**config.mk**
```make
export PLATFORM = sky130hd
export DESIGN_NAME = stt_engine
export DESIGN_NICKNAME = d
export VERILOG_FILES = /design/src/stt_pkg.sv /design/src/stt_engine.sv
export SDC_FILE = /design/constraint.sdc
export NUM_CORES = 1
export LEC_CHECK = 0
export ABC_CLOCK_PERIOD_IN_PS = 5400
export BUFFER_PORTS_ARGS = -buffer_cell sky130_fd_sc_hd__buf_2
export CORE_MARGIN = 3
export CORE_UTILIZATION = 60
export CTS_CLUSTER_SIZE = 16
export DETAILED_ROUTE_END_ITERATION = 6
export PLACE_DENSITY = 0.79
export SLEW_MARGIN = 20
export SYNTH_ARGS = -nofsm -noshare
export SYNTH_HDL_FRONTEND = slang
export SYNTH_SLANG_ARGS = --single-unit
```
**constraint.sdc**
```tcl
create_clock -name i_clk -period 5.4 [get_ports i_clk]
set_clock_uncertainty 0.05 [all_clocks]
set_input_delay 0 -clock i_clk [delete_from_list [all_inputs] [get_ports i_clk]]
set_output_delay 0 -clock i_clk [all_outputs]
set_load 0.05 [all_outputs]
```
**src/stt_pkg.sv**
```systemverilog
// ----------------------------------------------------------------------------
// stt_pkg
// Shared sizes, codes, types and helper functions of the thinning block.
// ----------------------------------------------------------------------------
package stt_pkg;

    // frame storage sizes
    localparam int MAX_COLS = 320;
    localparam int MAX_ROWS = 240;
    localparam int DEPTH    = MAX_ROWS * MAX_COLS;
    localparam int ADDR_W   = $clog2(DEPTH);
    localparam int TOTAL_W  = $clog2(DEPTH + 1);
    localparam int ROW_W    = $clog2(MAX_ROWS + 1);
    localparam int COL_W    = $clog2(MAX_COLS + 1);
    localparam int RIDX_W   = $clog2(MAX_ROWS);
    localparam int CIDX_W   = $clog2(MAX_COLS);

    // configuration register port
    localparam int CFG_COLS_W = 9;
    localparam int CFG_ROWS_W = 8;
    localparam int CFG_DATA_W = 9;
    localparam int CFG_IDX_W  = 1;
    localparam logic [CFG_IDX_W-1:0] CFG_COLS = 1'd0;
    localparam logic [CFG_IDX_W-1:0] CFG_ROWS = 1'd1;

    // pixel codes in the store
    localparam logic [1:0] PIX_BLACK = 2'd0;
    localparam logic [1:0] PIX_WHITE = 2'd1;
    localparam logic [1:0] PIX_MARK  = 2'd2;

    // item kinds
    localparam logic KIND_LOAD  = 1'b0;
    localparam logic KIND_FETCH = 1'b1;

    localparam logic [7:0] PIX_OUT_WHITE = 8'd255;

    // scan phases
    localparam logic [2:0] PH_M1  = 3'd0;
    localparam logic [2:0] PH_M2  = 3'd1;
    localparam logic [2:0] PH_M3  = 3'd2;
    localparam logic [2:0] PH_M4  = 3'd3;
    localparam logic [2:0] PH_DEL = 3'd4;

    // neighbourhood slots: center, then E NE N NW W SW S SE
    localparam int NB_N   = 9;
    localparam int SLOT_C = 0;
    localparam int SLOT_E = 1;
    localparam int SLOT_N = 3;
    localparam int SLOT_W = 5;
    localparam int SLOT_S = 7;

    typedef struct packed {
        logic       kind;
        logic [7:0] pixel_in;
    } t_in;

    typedef struct packed {
        logic [7:0] out_pixel;
        logic       last_out;
    } t_out;

    typedef struct packed {
        logic              we;
        logic [ADDR_W-1:0] waddr;
        logic [1:0]        wdata;
        logic [ADDR_W-1:0] raddr;
    } t_mem_req;

    typedef struct packed {
        logic             start;
        logic [ROW_W-1:0] rows;
        logic [COL_W-1:0] cols;
    } t_eng_req;

    typedef struct packed {
        logic busy;
        logic done;
    } t_eng_stat;

    // linear store address of a pixel
    function automatic logic [ADDR_W-1:0] stt_addr(input logic [RIDX_W-1:0] row,
                                                   input logic [CIDX_W-1:0] col);
        stt_addr = ADDR_W'(ADDR_W'(row) * ADDR_W'(MAX_COLS)) + ADDR_W'(col);
    endfunction

    // row offset of a neighbourhood slot, two's complement
    function automatic logic [1:0] nb_dr(input logic [3:0] slot);
        case (slot)
            4'd2, 4'd3, 4'd4: nb_dr = 2'b11;
            4'd6, 4'd7, 4'd8: nb_dr = 2'b01;
            default:          nb_dr = 2'b00;
        endcase
    endfunction

    // column offset of a neighbourhood slot, two's complement
    function automatic logic [1:0] nb_dc(input logic [3:0] slot);
        case (slot)
            4'd1, 4'd2, 4'd8: nb_dc = 2'b01;
            4'd4, 4'd5, 4'd6: nb_dc = 2'b11;
            default:          nb_dc = 2'b00;
        endcase
    endfunction

endpackage

```
**src/stt_engine.sv**
```systemverilog
// ----------------------------------------------------------------------------
// stt_engine
// Thinning sequencer: reads each 3x3 neighbourhood from the store, marks,
// writes back, and runs the delete pass until a round changes nothing.
// ----------------------------------------------------------------------------
module stt_engine
    import stt_pkg::*;
(
    input  logic       i_clk,
    input  logic       i_rst_n,
    input  t_eng_req   i_req,
    input  logic [1:0] i_rdata,
    output t_mem_req   o_mem,
    output t_eng_stat  o_stat
);

    typedef enum logic [4:0] {
        E_IDLE = 5'b00001,
        E_READ = 5'b00010,
        E_EVAL = 5'b00100,
        E_DRD  = 5'b01000,
        E_DWR  = 5'b10000
    } t_state;

    t_state            r_state, n_state;
    logic [2:0]        r_phase, n_phase;
    logic [RIDX_W-1:0] r_row, n_row;
    logic [CIDX_W-1:0] r_col, n_col;
    logic [3:0]        r_step, n_step;
    logic              r_oob, n_oob;
    logic              r_changed, n_changed;
    logic [ROW_W-1:0]  r_rows;
    logic [COL_W-1:0]  r_cols;
    logic [1:0]        r_nb [NB_N];

    logic [1:0]        w_dr, w_dc;
    logic [ROW_W:0]    w_nr;
    logic [COL_W:0]    w_nc;
    logic              w_noob;
    logic              w_rl, w_cl, w_r0, w_c0;
    logic [RIDX_W-1:0] w_adv_row, w_rlast;
    logic [CIDX_W-1:0] w_adv_col, w_clast;
    logic              w_adv_end;
    logic              w_hold, w_mark;
    logic [3:0]        w_nblack;
    logic [2:0]        w_yokoi;
    logic [NB_N-1:0]   w_v;
    logic              w_end_phase;
    logic              w_del_hit;

    assign w_rlast = RIDX_W'(r_rows - 1'b1);
    assign w_clast = CIDX_W'(r_cols - 1'b1);
    assign w_rl = (r_row == w_rlast);
    assign w_cl = (r_col == w_clast);
    assign w_r0 = (r_row == '0);
    assign w_c0 = (r_col == '0);

    // neighbour coordinates and frame bounds
    assign w_dr = nb_dr(r_step);
    assign w_dc = nb_dc(r_step);
    assign w_nr = {1'b0, ROW_W'(r_row)} + {{(ROW_W - 1){w_dr[1]}}, w_dr};
    assign w_nc = {1'b0, COL_W'(r_col)} + {{(COL_W - 1){w_dc[1]}}, w_dc};
    assign w_noob = w_nr[ROW_W] || (w_nr[ROW_W-1:0] >= r_rows)
                 || w_nc[COL_W] || (w_nc[COL_W-1:0] >= r_cols);

    // next pixel in the scan order of the phase
    always_comb begin
        w_adv_row = r_row;
        w_adv_col = r_col;
        w_adv_end = 1'b0;
        case (r_phase)
            PH_M2: begin
                if (!w_r0) w_adv_row = r_row - 1'b1;
                else begin
                    w_adv_row = w_rlast;
                    if (!w_cl) w_adv_col = r_col + 1'b1;
                    else       w_adv_end = 1'b1;
                end
            end
            PH_M3: begin
                if (!w_c0) w_adv_col = r_col - 1'b1;
                else begin
                    w_adv_col = w_clast;
                    if (!w_r0) w_adv_row = r_row - 1'b1;
                    else       w_adv_end = 1'b1;
                end
            end
            PH_M4: begin
                if (!w_rl) w_adv_row = r_row + 1'b1;
                else begin
                    w_adv_row = '0;
                    if (!w_c0) w_adv_col = r_col - 1'b1;
                    else       w_adv_end = 1'b1;
                end
            end
            default: begin
                if (!w_cl) w_adv_col = r_col + 1'b1;
                else begin
                    w_adv_col = '0;
                    if (!w_rl) w_adv_row = r_row + 1'b1;
                    else       w_adv_end = 1'b1;
                end
            end
        endcase
    end

    // template, neighbour count and connectivity tests
    always_comb begin
        w_nblack = '0;
        for (int k = 0; k < NB_N; k++) begin
            w_v[k] = (r_nb[k] != PIX_BLACK);
        end
        for (int k = 1; k < NB_N; k++) begin
            if (r_nb[k] == PIX_BLACK) w_nblack = w_nblack + 1'b1;
        end
        w_yokoi = 3'(w_v[1] & ~(w_v[2] & w_v[3])) + 3'(w_v[3] & ~(w_v[4] & w_v[5]))
                + 3'(w_v[5] & ~(w_v[6] & w_v[7])) + 3'(w_v[7] & ~(w_v[8] & w_v[1]));
        case (r_phase)
            PH_M1:   w_hold = (r_nb[SLOT_N] == PIX_WHITE) && (r_nb[SLOT_S] != PIX_WHITE);
            PH_M2:   w_hold = (r_nb[SLOT_W] == PIX_WHITE) && (r_nb[SLOT_E] != PIX_WHITE);
            PH_M3:   w_hold = (r_nb[SLOT_N] != PIX_WHITE) && (r_nb[SLOT_S] == PIX_WHITE);
            default: w_hold = (r_nb[SLOT_W] != PIX_WHITE) && (r_nb[SLOT_E] == PIX_WHITE);
        endcase
        w_mark = (r_nb[SLOT_C] == PIX_BLACK) && w_hold && (w_nblack != 4'd1)
              && (w_yokoi == 3'd1);
    end

    assign w_del_hit = (r_state == E_DWR) && (i_rdata == PIX_MARK);

    // sequencer
    always_comb begin
        n_state     = r_state;
        n_phase     = r_phase;
        n_row       = r_row;
        n_col       = r_col;
        n_step      = r_step;
        n_oob       = r_oob;
        n_changed   = r_changed;
        w_end_phase = 1'b0;
        o_mem.we    = 1'b0;
        o_mem.waddr = stt_addr(r_row, r_col);
        o_mem.wdata = PIX_MARK;
        o_mem.raddr = stt_addr(r_row, r_col);
        o_stat.busy = (r_state != E_IDLE);
        o_stat.done = 1'b0;
        case (r_state)
            E_IDLE: begin
                if (i_req.start) begin
                    n_state   = E_READ;
                    n_phase   = PH_M1;
                    n_row     = '0;
                    n_col     = '0;
                    n_step    = '0;
                    n_changed = 1'b0;
                end
            end
            E_READ: begin
                o_mem.raddr = w_noob ? '0 :
                    stt_addr(w_nr[RIDX_W-1:0], w_nc[CIDX_W-1:0]);
                n_oob  = w_noob;
                n_step = r_step + 1'b1;
                if (r_step == 4'(NB_N)) begin
                    n_state = E_EVAL;
                end
            end
            E_EVAL: begin
                o_mem.we  = w_mark;
                n_step    = '0;
                n_row     = w_adv_row;
                n_col     = w_adv_col;
                n_state   = E_READ;
                w_end_phase = w_adv_end;
            end
            E_DRD: begin
                n_state = E_DWR;
            end
            E_DWR: begin
                o_mem.we    = w_del_hit;
                o_mem.wdata = PIX_WHITE;
                n_changed   = r_changed | w_del_hit;
                n_row       = w_adv_row;
                n_col       = w_adv_col;
                n_state     = E_DRD;
                w_end_phase = w_adv_end;
            end
            default: begin
                n_state = E_IDLE;
            end
        endcase

        // phase change and round end
        if (w_end_phase) begin
            case (r_phase)
                PH_M1: begin
                    n_phase = PH_M2;
                    n_row   = w_rlast;
                    n_col   = '0;
                end
                PH_M2: begin
                    n_phase = PH_M3;
                    n_row   = w_rlast;
                    n_col   = w_clast;
                end
                PH_M3: begin
                    n_phase = PH_M4;
                    n_row   = '0;
                    n_col   = w_clast;
                end
                PH_M4: begin
                    n_phase = PH_DEL;
                    n_row   = '0;
                    n_col   = '0;
                    n_state = E_DRD;
                end
                default: begin
                    n_row = '0;
                    n_col = '0;
                    if (n_changed) begin
                        n_phase   = PH_M1;
                        n_changed = 1'b0;
                        n_state   = E_READ;
                    end else begin
                        n_state     = E_IDLE;
                        o_stat.done = 1'b1;
                    end
                end
            endcase
        end
    end

    // control registers
    always_ff @(posedge i_clk) begin
        if (!i_rst_n) begin
            r_state   <= E_IDLE;
            r_phase   <= PH_M1;
            r_step    <= '0;
            r_changed <= 1'b0;
        end else begin
            r_state   <= n_state;
            r_phase   <= n_phase;
            r_step    <= n_step;
            r_changed <= n_changed;
        end
    end

    // position, frame size and neighbourhood capture
    always_ff @(posedge i_clk) begin
        r_row <= n_row;
        r_col <= n_col;
        r_oob <= n_oob;
        if (r_state == E_IDLE && i_req.start) begin
            r_rows <= i_req.rows;
            r_cols <= i_req.cols;
        end
        if (r_state == E_READ && r_step != '0) begin
            r_nb[r_step - 1'b1] <= r_oob ? PIX_WHITE : i_rdata;
        end
    end

endmodule

```
==> impl_results.md, run 1 <==
* I/O pin count at 61
* Slew HR at 0.422
* Cells on worst reg2reg path at 20
* CTS tree: built
* Core Box Area at 12300 sq um
* Critical path startpoint category: register
* Area after DPL at 8090 sq um
* Die Width at 119 um
* Syn Inst Count at 915
* Die area at approximately 14000 sq um
* Final Core Density at 0.711
* Overflow after GRT at 0
* H-tree depth at 3
* Setup slack, reg-to-reg at 1.00 ns
* DRT Wirelength at 20600 um
* Num rows at 40
* HP Class: input port to register
* Nets at about 1100
* Final instance area at between 8000 and 9000 sq um
* Min-Delay Endpoint: r_nb[0][0]
* Worst VDD drop at 0.267 mV
* Share of cells above drive strength 1 at 0.131
* Crit path kind: register to output pin
* Largest net degree at the start of global routing at 28
* Post-Syn Nets at 1028
* DRC Markers at 0
* DR WL/cell at 17.9 um
* Pins Over Slew Limit at 0
* Pwr/cell area at about 240 nW/um^2
* Clk buf depth at 2
* Tmin final at between 5 and 6 ns
* CTS buffer count at 9
* Max Freq at 0.196 GHz
* Initial DRT Pass Iterations at 6
* CP Capture Type: output pin
* Input/output buffers at 60
* Clock-pin slew on the worst setup and hold paths at 0.05 ns
* Worst R2R End: r_oob
* Max_cap viols at 0
* Synth Register Bits at 66
* Total number of vias at around 7000
* Post-Syn Area at 7670 sq um
* Crit path arrival time at 5.04 ns
* Ys flop type: edfxtp_1
* Crit Path Max Fanout at 3
* Initial antenna violation count at 0
* N_diodes at 0
* DP Wirelength at 15400 um
* Most common cell after layout, fill and taps aside: ha_1
* Avg Inst Size Synth at 8.38 sq um
* Yosys cell types at 79
* Status: complete, no violations
* Pleak at 3.61 nW
* R2r startpoint: r_step[0]
* Hold_ws at 0.0458 ns
* Hold path depth at 2
* Antenna-violating nets left at 0
* Die Span Y at between 100 and 150 um
* Ys async rst share at 0
* Root Buffer: clkbuf_16
* Final number of setup-violating endpoints at 0
* Final Hold Viols at 0
* Total number of yosys warnings at 0
* Vias in the first global route at between 6000 and 7000
* 1st-iter DRT viols at 621
* Sequential share of the synthesized area at 0.242
* Setup Total Neg Slack at 0 ns
* EDFF count, synth at 53
* DR vias/cell at 6.18
* First-pass GRT wire length at ~33000 um
* HP Start: i_rdata[0]
* Synth-to-layout area growth at 13.7%
* RePlAce Congestion at around 0.94
* Initial Util at 0.625
* Clk Latency, worst-skew pair at 0.35 ns
* Most frequent cells in the layout: ha_1, nand2_1, nor2_1, xnor2_1, inv_1
* Crit path required time at 5.35 ns
* CTS sink cnt at 66
* Least-Margin Pin Slew at 0.867 ns
* Tot GR Track Use at 0.290
* Final period util at 0.943
[worst max path at each step]
stage | from | to | slack [ns] | cells past startpoint
final | r_nb[1][1] | o_mem[36] | 0.31 | 22
after global routing | r_nb[1][0] | o_mem[36] | -0.05 | 22
after CTS | r_step[0] | o_mem[9] | 0.007 | 20
after detailed placement | r_step[0] | o_mem[16] | 0.16 | 21
after global placement | r_step[0] | o_mem[16] | 0.28 | 21
after floorplan | r_step[0] | o_mem[14] | -0.14 | 18
[sequential cells by signal (all words and copies together), names as in the netlist]
name	flops
r_nb	18
r_col	9
r_cols	9
r_row	8
r_rows	8
r_state	5
r_step	4
r_phase	3
r_changed	1
r_oob	1
[metal layers]
metal / routed length [um] / up-vias / global-route usage
met5: 0 / - / 0
met4: 311 / 0 / 0.0905
met3: 1800 / 33 / 0.0603
met2: 9750 / 317 / 0.471
met1: 8730 / 3295 / 0.388
li1: - / 3452 / -
[layout make-up]
| class | count | area (sq um) |
|---|---|---|
| Clock inverter | 4 | 28.8 |
| Timing Repair Buffer | 91 | 603 |
| Inverter | 59 | 221 |
| Clock buffer | 12 | 289 |
| Tap cell | 168 | 210 |
| Multi-Input combinational cell | 749 | 5510 |
| Sequential cell | 66 | 1850 |
| Fill cell | 1035 | 3540 |
[timing repair]
| item | in CTS | in global routing |
|---|---|---|
| buffers inserted | 0 | 1 |
| endpoints found under the hold margin | 23 | 0 |
| pin swaps | 0 | 2 |
| hold buffers | 19 | 0 |
| gates resized for setup | 5 | 34 |
| setup endpoints to repair | 6 | 18 |
[cells in the mapped netlist, drive strengths merged, types with 5 or more instances]
cell type | count | area (sq um)
a211oi | 5 | 42.5
a21o | 12 | 90.1
a21oi | 51 | 255
a2bb2oi | 5 | 43.8
and2 | 16 | 100
and3 | 14 | 87.6
buf | 12 | 73.8
clkbuf | 29 | 109
dfxtp | 13 | 260
edfxtp | 53 | 1590
fa | 7 | 140
ha | 84 | 1050
inv | 59 | 221
mux2i | 6 | 60.1
nand2 | 77 | 292
nand2b | 13 | 81.3
nand3 | 25 | 125
nand3b | 5 | 37.5
nand4 | 13 | 96.3
nand4b | 5 | 43.8
nor2 | 76 | 290
nor2b | 18 | 113
nor3 | 22 | 115
nor3b | 9 | 78.8
nor4 | 7 | 56.3
o2111ai | 5 | 43.8
o211ai | 11 | 82.6
o21a | 5 | 37.5
o21ai | 50 | 250
o21bai | 5 | 37.5
o22ai | 21 | 131
o31ai | 14 | 119
or2 | 5 | 31.3
or3 | 5 | 31.3
xnor2 | 63 | 552
xor2 | 37 | 324
[through the flow]
stage	total power [mW]	setup slack (ns)	cells
after floorplan	1.29	-0.136	915
after global placement	1.46	0.276	1113
after detailed placement	1.47	0.163	1113
after CTS	2.10	0.00656	1148
after global routing	2.24	-0.0465	1149
final	2.13	0.309	1149
[critical path, stage by stage (launching register included)]
cell and delay, ns:
edfxtp_1 0.35, nor2_1 0.08, inv_1 0.08, ha_1 0.13
or3b_2 0.46, and2_1 0.19, ha_1 0.26, nor3b_2 0.17
a21o_1 0.16, ha_1 0.28, nor2_1 0.16, nor2_1 0.07
ha_1 0.28, nand2_1 0.04, o31ai_1 0.12, ha_1 0.31
mux2_2 0.28, ha_1 0.27, a2111oi_1 0.37, a21oi_1 0.11
a211oi_1 0.22, o21ai_1 0.09, buf_2 0.21
[power by group]
group,internal [mW],total [mW],switching (mW)
logic,0.301,0.881,0.580
registers,0.581,0.639,0.0574
clock network,0.380,0.614,0.234
[logic make-up after synthesis]
logic type,count (synthesis),share of synthesized area
and+or+nand+nor,324,0.222
AOI/OAI and AO/OA,221,0.191
xor gates and xnor gates,103,0.123
buffers and inverters,100,0.0527
adders and majority gates,91,0.155
DFF,66,0.242
muxes,10,0.0137
Note: power is estimated with default switching activity, not from simulation.
==> run 2, diff against run 1 <==
- CORE_MARGIN: 3 -> 2
==> impl_results.md, run 2 (synthesis gave the netlist of run 1 again) <==
* Least-Margin Pin Slew at around 1 ns
* Pre-CTS WS at 0.0940 ns
* Biggest registers after layout: r_nb: 18 flops, r_col: 9 flops, r_cols: 9 flops
* Inst Count DP at 1121
* I/O pin count at 61
* Die Width at roughly 120 um
* Total power draw at 2.07 mW
* Antenna-violating nets left at 0
* Crit. Startpoint: r_step[0]
* Max reg flops at 18
* Pins Over Slew Limit at 0
* DRT Wirelength at about 20000 um
* CTS sink cnt at 66
* Final number of setup-violating endpoints at 0
* Die area at about 14000 sq um
* Vias in the first global route at 6431
* R2r startpoint: r_step[0]
* Most common cell after layout, fill and taps aside: ha_1
* HP Start: i_rdata[0]
* Max_cap viols at 0
* Input/output buffers at 60
* CTS buffer count at 9
* Pwr/cell area at 237 nW/um^2
* Cells on worst reg2reg path at 19
* Status: complete, no violations
* CP cell instances: inv_1 -> ha_1 -> a21o_1 -> nor2_1 -> o21ai_0 -> ha_1 -> fa_1 -> a21oi_1 -> nor2_1 -> nor2_1 -> xnor2_1 -> ha_1 -> ha_1 -> a21oi_1 -> o21ai_0 -> a21oi_1 -> nor4bb_4 -> buf_4 -> xnor2_1 -> o31ai_1 -> buf_4
* Tmin final at 5.12 ns
* Hold path depth at 2
* Crit Path Max Fanout at 6
* Tot GR Track Use at 0.294
* Hold_ws at 0.0332 ns
* Clk Latency, worst-skew pair at between 0.3 and 0.4 ns
* Overflow after GRT at 0
* Setup slack, reg-to-reg at between 1 and 1.5 ns
* Most frequent cells in the layout: ha_1, nand2_1, nor2_1, xnor2_1, inv_1
* Critical path startpoint category: register
* Setup Total Neg Slack at 0 ns
* Family with the most delay on the worst path: adder cells
* Pleak at 3.62 nW
* Share of cells above drive strength 1 at 0.136
* Slew HR at 0.337
* Clk buf depth at 2
* Num rows at between 40 and 50
* Die Span Y at between 100 and 150 um
* N_diodes at 0
* Crit path kind: register to output pin
* 1st-iter DRT viols at roughly 640
* Post-route insts no fill at 1159
* Crit path arrival time at ~5.1 ns
* RePlAce Congestion at 0.985
* Top reg by flops: r_nb
* Largest net degree at the start of global routing at 27
* Core Box Area at 12600 sq um
* Final period util at 0.948
* Nets at approximately 1100
* Root Buffer: clkbuf_16
* Synth-to-layout area growth at 13.8%
* Initial antenna violation count at 0
* Initial DRT Pass Iterations at 5
* Final Hold Viols at 0
* Initial Util at 0.610
* CP Capture Type: output pin
* First-pass GRT wire length at between 30000 and 40000 um
* CTS tree: built
* Total number of vias at 7173
* Max incr delay on CP at 0.40 ns
* Min-Delay Endpoint: r_nb[8][0]
* Clock-pin slew on the worst setup and hold paths at 0.06 ns
* Max Freq at 0.195 GHz
* Crit path required time at 5.35 ns
* HP Class: input port to register
* DP Wirelength at around 15000 um
* Crit path max-delay cell type: fa_1
* Worst R2R End: r_oob
* Worst setup margin at 0.282 ns
* Worst VDD drop at 0.197 mV
* WP buf/inv at 3
* Most used cell, CP: ha_1
* DRC Markers at 0
* DR vias/cell at 6.19
* DR WL/cell at 17.3 um
* H-tree depth at 3
==> run 2: area by class of cell <==
class | count | area, sq um
fillers | 996 | 3850
flip-flops and latches | 66 | 1850
inverters | 59 | 221
repair buffers | 97 | 641
multi-input cells | 749 | 5520
clock buffers | 10 | 229
well taps | 172 | 215
clock inverters | 6 | 42.5
==> run 2: metrics by stage <==
stage / area (sq um) / utilization
floorplan: 7680 / -
global placement: 8120 / 0.646
detailed placement: 8120 / 0.646
CTS: 8620 / 0.686
global route: 8720 / 0.694
finish: 8720 / 0.694
==> run 2: worst max path at each step <==
| stage | slack, ns | endpoint | cells past startpoint |
|---|---|---|---|
| 3_5_place_dp | 0.09 | o_mem[16] | 21 |
| 3_3_place_gp | 0.32 | o_mem[16] | 21 |
| 4_1_cts | 0.01 | o_mem[15] | 23 |
| 6_report | 0.28 | o_mem[14] | 21 |
| 5_1_grt | -0.06 | o_mem[14] | 21 |
| 2_1_floorplan | -0.14 | o_mem[14] | 18 |
==> run 2: what timing repair did <==
item | CTS | global route
pin swaps | 0 | 2
setup endpoints to repair | 4 | 18
gates resized for setup | 6 | 23
hold endpoints to repair | 22 | 0
hold buffers | 19 | 0
buffers inserted | 0 | 3
==> run 2: routing by layer <==
layer,vias up,share of wire,GRT usage
li1,3465,-,-
met1,3380,0.43,0.396
met2,297,0.47,0.496
met3,31,0.079,0.0443
met4,0,0.013,0.0769
met5,-,0,0
==> run 2: power breakdown <==
part,switching (mW),total [mW],internal (mW)
sequential,0.0571,0.638,0.581
combinational,0.577,0.879,0.302
clock,0.238,0.550,0.311
==> run 2: worst reg2reg max path, delay by kind of cell, from the launching register on <==
family / cells / cell delay, ns
fa+ha+maj: 3 / 0.84
flops: 1 / 0.38
xor+xnor: 1 / 0.18
buf+inv: 4 / 0.63
simple gates: 4 / 0.64
compound gates: 7 / 1.36
